`config.mk`:
```
export PLATFORM = sky130hd
export DESIGN_NAME = vacbd_bound_term
export DESIGN_NICKNAME = d
export VERILOG_FILES = /design/src/rtl/vacbd_pkg.sv /design/src/rtl/vacbd_bound_term.sv
export SDC_FILE = /design/constraint.sdc
export NUM_CORES = 2
export LEC_CHECK = 0
export ABC_AREA = 1
export BUFFER_PORTS_ARGS = -buffer_cell sky130_fd_sc_hd__buf_2
export CAP_MARGIN = 40
export CORE_MARGIN = 2
export CORE_UTILIZATION = 55
export DETAILED_ROUTE_END_ITERATION = 6
export GPL_TIMING_DRIVEN = 0
export PLACE_DENSITY = 0.81
export SETUP_SLACK_MARGIN = 0.15
export SLEW_MARGIN = 20
export SYNTH_ARGS = -nofsm -noshare
export SYNTH_HDL_FRONTEND = slang
export SYNTH_SLANG_ARGS = --single-unit
```
`constraint.sdc`:
```
create_clock -name vclk -period 11.3
set_clock_uncertainty 0.05 [all_clocks]
set_input_delay 1.13 -clock vclk [all_inputs]
set_output_delay 1.13 -clock vclk [all_outputs]
set_load 0.05 [all_outputs]
```
`src/rtl/vacbd_pkg.sv`:
```
`timescale 1ns / 1ps
// ----------------------------------------------------------------------------
// vacbd_pkg
// Shared sizes, codes and types of the VA-file bound distance core.
// ----------------------------------------------------------------------------
package vacbd_pkg;

	// table geometry
	localparam int MAX_DIMS    = 128;
	localparam int CODE_BITS   = 4;
	localparam int NBOUNDS     = (1 << CODE_BITS) + 1;
	localparam int TABLE_DEPTH = MAX_DIMS * NBOUNDS;
	localparam int ADDR_W      = $clog2(TABLE_DEPTH);
	localparam int DCNT_W      = (MAX_DIMS > 1) ? $clog2(MAX_DIMS) : 1;
	localparam int CNT_W       = DCNT_W + 1;

	// datapath widths
	localparam int VAL_W  = 24;
	localparam int DIFF_W = VAL_W + 1;
	localparam int SQ_W   = 2 * DIFF_W;
	localparam int SUM_W  = 55;
	localparam int PIDX_W = 32;

	localparam logic [SUM_W-1:0] SUM_MAX = {SUM_W{1'b1}};

	// item kinds
	localparam logic [1:0] KIND_BOUND = 2'd0;
	localparam logic [1:0] KIND_QUERY = 2'd1;
	localparam logic [1:0] KIND_CODE  = 2'd2;

	// register index (paddr[2])
	localparam logic REG_NUM_DIMS = 1'b0;

	// per-dimension contributions to the two sums
	typedef struct packed {
		logic [SQ_W-1:0] add_lower;
		logic [SQ_W-1:0] add_upper;
	} term_t;

endpackage

```
`src/rtl/vacbd_bound_term.sv`:
```
`timescale 1ns / 1ps
// ----------------------------------------------------------------------------
// vacbd_bound_term
// Squared distances from the query to both cell boundaries and the choice of
// which one feeds the lower and the upper sum.
// ----------------------------------------------------------------------------
module vacbd_bound_term (
	input  logic signed [vacbd_pkg::VAL_W-1:0] q,
	input  logic signed [vacbd_pkg::VAL_W-1:0] lo,
	input  logic signed [vacbd_pkg::VAL_W-1:0] hi,
	output vacbd_pkg::term_t                   term
);

	logic signed [vacbd_pkg::DIFF_W-1:0] d_lo;
	logic signed [vacbd_pkg::DIFF_W-1:0] d_hi;
	logic        [vacbd_pkg::DIFF_W-1:0] m_lo;
	logic        [vacbd_pkg::DIFF_W-1:0] m_hi;
	logic        [vacbd_pkg::SQ_W-1:0]   t_lo;
	logic        [vacbd_pkg::SQ_W-1:0]   t_hi;
	logic signed [vacbd_pkg::DIFF_W:0]   d_lo_x;
	logic signed [vacbd_pkg::DIFF_W:0]   n_hi_x;
	logic below;
	logic above;
	logic far_lo;

	// signed differences and their magnitudes
	assign d_lo = vacbd_pkg::DIFF_W'(q) - vacbd_pkg::DIFF_W'(lo);
	assign d_hi = vacbd_pkg::DIFF_W'(q) - vacbd_pkg::DIFF_W'(hi);
	assign m_lo = d_lo[vacbd_pkg::DIFF_W-1] ? vacbd_pkg::DIFF_W'(-d_lo) : d_lo;
	assign m_hi = d_hi[vacbd_pkg::DIFF_W-1] ? vacbd_pkg::DIFF_W'(-d_hi) : d_hi;

	// one multiplier per boundary
	assign t_lo = m_lo * m_lo;
	assign t_hi = m_hi * m_hi;

	// position of the query against the cell
	assign below  = lo > q;
	assign above  = q > hi;
	assign d_lo_x = (vacbd_pkg::DIFF_W+1)'(d_lo);
	assign n_hi_x = -(vacbd_pkg::DIFF_W+1)'(d_hi);
	assign far_lo = d_lo_x > n_hi_x;

	always_comb begin
		if (below) begin
			term.add_lower = t_lo;
			term.add_upper = t_hi;
		end else if (above) begin
			term.add_lower = t_hi;
			term.add_upper = t_lo;
		end else begin
			// inside the cell: only the farther boundary counts, tie goes high
			term.add_lower = '0;
			term.add_upper = far_lo ? t_lo : t_hi;
		end
	end

endmodule

```
==> reports/results.txt <==
Initial core utilization: 0.554
Fin nets: 7,272
Status: complete, but fails checks
Register area share after synthesis: 0
Critical Path RT: 10,120 ps
WL/cell: 23.7 um
DP HPWL: 114,000 um
GRT overflow: 0
Post-synth top area share: 0.458
# DRC: 72
Layout cells sized above 1: 0.255
Setup crit end kind: output port
Max incr delay on CP: 680 ps
First-pass GRT wire length: 218,000 um
Worst path bufs/invs: 10
Number of port buffers: 170
Final worst-path cycle share: 1.04
Yosys warns: 0
Critical path peak fanout: 5
Delay-heaviest family, CP: adder cells
Synth area leader: fa_1
Fin. Hold Viols: 0
Max cap viols: 0
Via Count: 40,000
Setup WS post-layout: -477 ps
Synthesized cell area: 0.0410 mm^2
# rows: 100
Unique masters post-synth: 60
Vias in the first global route: 39,800
Crit path time final: 11,780 ps
FF/Latch Area: 0 um^2
Slew margin rel.: 0.361
Vias per inst: 5.89
Hold Buf Count CTS: 0
Core box area: 0.0741 mm^2
DRT iter0 DRCs: 4,742
# setup viols final: 43
Critical path's slowest cell: fa_1
Startpoint Class: input port
GPL Wtd Cong: 1.04
Die X: 277 um
Main area contributors after synthesis: fa_1, inv_1, ha_1
Cells after synthesis: 5,279
RSZ-0062 raised after global routing: yes
Seq cells: 0
Fill cell count: 5,240
Top cell by count, worst path: inv_1
Clock buffer count: 0
IO Pins: 172
Pre-CTS setup slack: -2480 ps
Min-Delay Path Class: in -> out
Setup CP Type: in -> out
Slew @ Worst Pin: 959 ps
Avg Cell Area, Syn: 7.77 um^2
Final ANT Viol Nets: 0
Fmax: 84.9 MHz
Failing checks: design-rule violations, negative setup slack
Initial antenna violation count: 5
Fin. max-slew vios: 0
DR pass1 iterations: 7
Critical path arrival: 10,600 ps
Synth-to-Final Area Change: 28.0%
Final wirelength: 161,000 um
Largest net degree at the start of global routing: 12
Gr usage total: 0.372
Die Y: 277 um
Footprint of the multi-input gates: 0.0393 mm^2
Die area: 0.0767 mm^2
tightest hold or removal path, stage by stage:
cell      delay [ps]
buf_6             80
ha_4             210
clkbuf_2         210
buf_8            210
nand2_1          110
o21ai_0          100
buf_2            230
area by class of cell:
type	instances	area share
diodes	3	0.000143
plain buffers	112	0.0247
inverters	1573	0.117
multi-input cells	3613	0.750
well taps	969	0.0231
repair buffers	527	0.0848
repair inverters	2	0.000334
cells by family (layout without fill, tap and decap cells):
| kind of cell | after synthesis | after routing | share of synthesized area |
|---|---|---|---|
| fa+ha+maj | 1371 | 1371 | 0.590 |
| xor+xnor | 148 | 148 | 0.0322 |
| compound gates | 462 | 462 | 0.0630 |
| simple gates | 1611 | 1612 | 0.159 |
| other cells | 2 | 23 | 0.000183 |
| buf+inv | 1685 | 2214 | 0.156 |
worst paths after layout:
kind | cells past startpoint | end | slack [ps] | from
worst max-delay path | 44 | term[48] | -480 | q[2]
worst min-delay path | 7 | term[2] | 3390 | lo[0]
layout by cell type (no fill, tap or decap), types with 79 or more instances in the layout:
cell and instances:
ha_1 364, inv_1 1446, nor2_1 413, nor2_2 92
a21oi_1 123, fa_1 908, nand2_1 651, nand3_1 79
inv_2 83, nand2_2 116, buf_4 296, buf_2 128
cell usage after synthesis, drive strengths merged, types with 9 or more instances:
cell type	count
nand3b	9
inv	1551
nor2	573
a21o	9
clkbuf	87
nand3	122
o21bai	9
xnor2	60
nand4	23
o21a	15
xor2	87
nor3	30
ha	433
a21oi	189
nand2	833
clkinv	22
fa	938
o21ai	169
buf	25
a31oi	25
metrics by stage:
stage	setup TNS (ps)	area (um^2)	util	hold WS (ps)	cells
after global placement	-143190	43100	0.583	3490	6436
after CTS	-732	48000	0.648	3430	6615
after floorplan	0	41100	-	2820	5297
after global routing	-18580	52500	0.708	3390	6796
after detailed placement	-112390	43300	0.585	3470	6446
final	-10110	52500	0.708	3390	6799
layer usage:
metal / track usage / vias up / wire (um)
li1: - / 16500 / -
met1: 0.476 / 19400 / 54300
met2: 0.586 / 3073 / 69600
met3: 0.108 / 1024 / 24000
met4: 0.172 / 8 / 13100
met5: 0 / - / 232
timing repair:
| action | in CTS | in global routing |
|---|---|---|
| cloned | 0 | 7 |
| gates resized for setup | 853 | 778 |
| pin swaps | 149 | 324 |
| endpoints found under the setup margin | 74 | 66 |
| setup buffers | 169 | 174 |
Power is left out: the tool's default activity adds up to more than one toggle a clock period on the data nets, which glitch-free logic cannot reach.
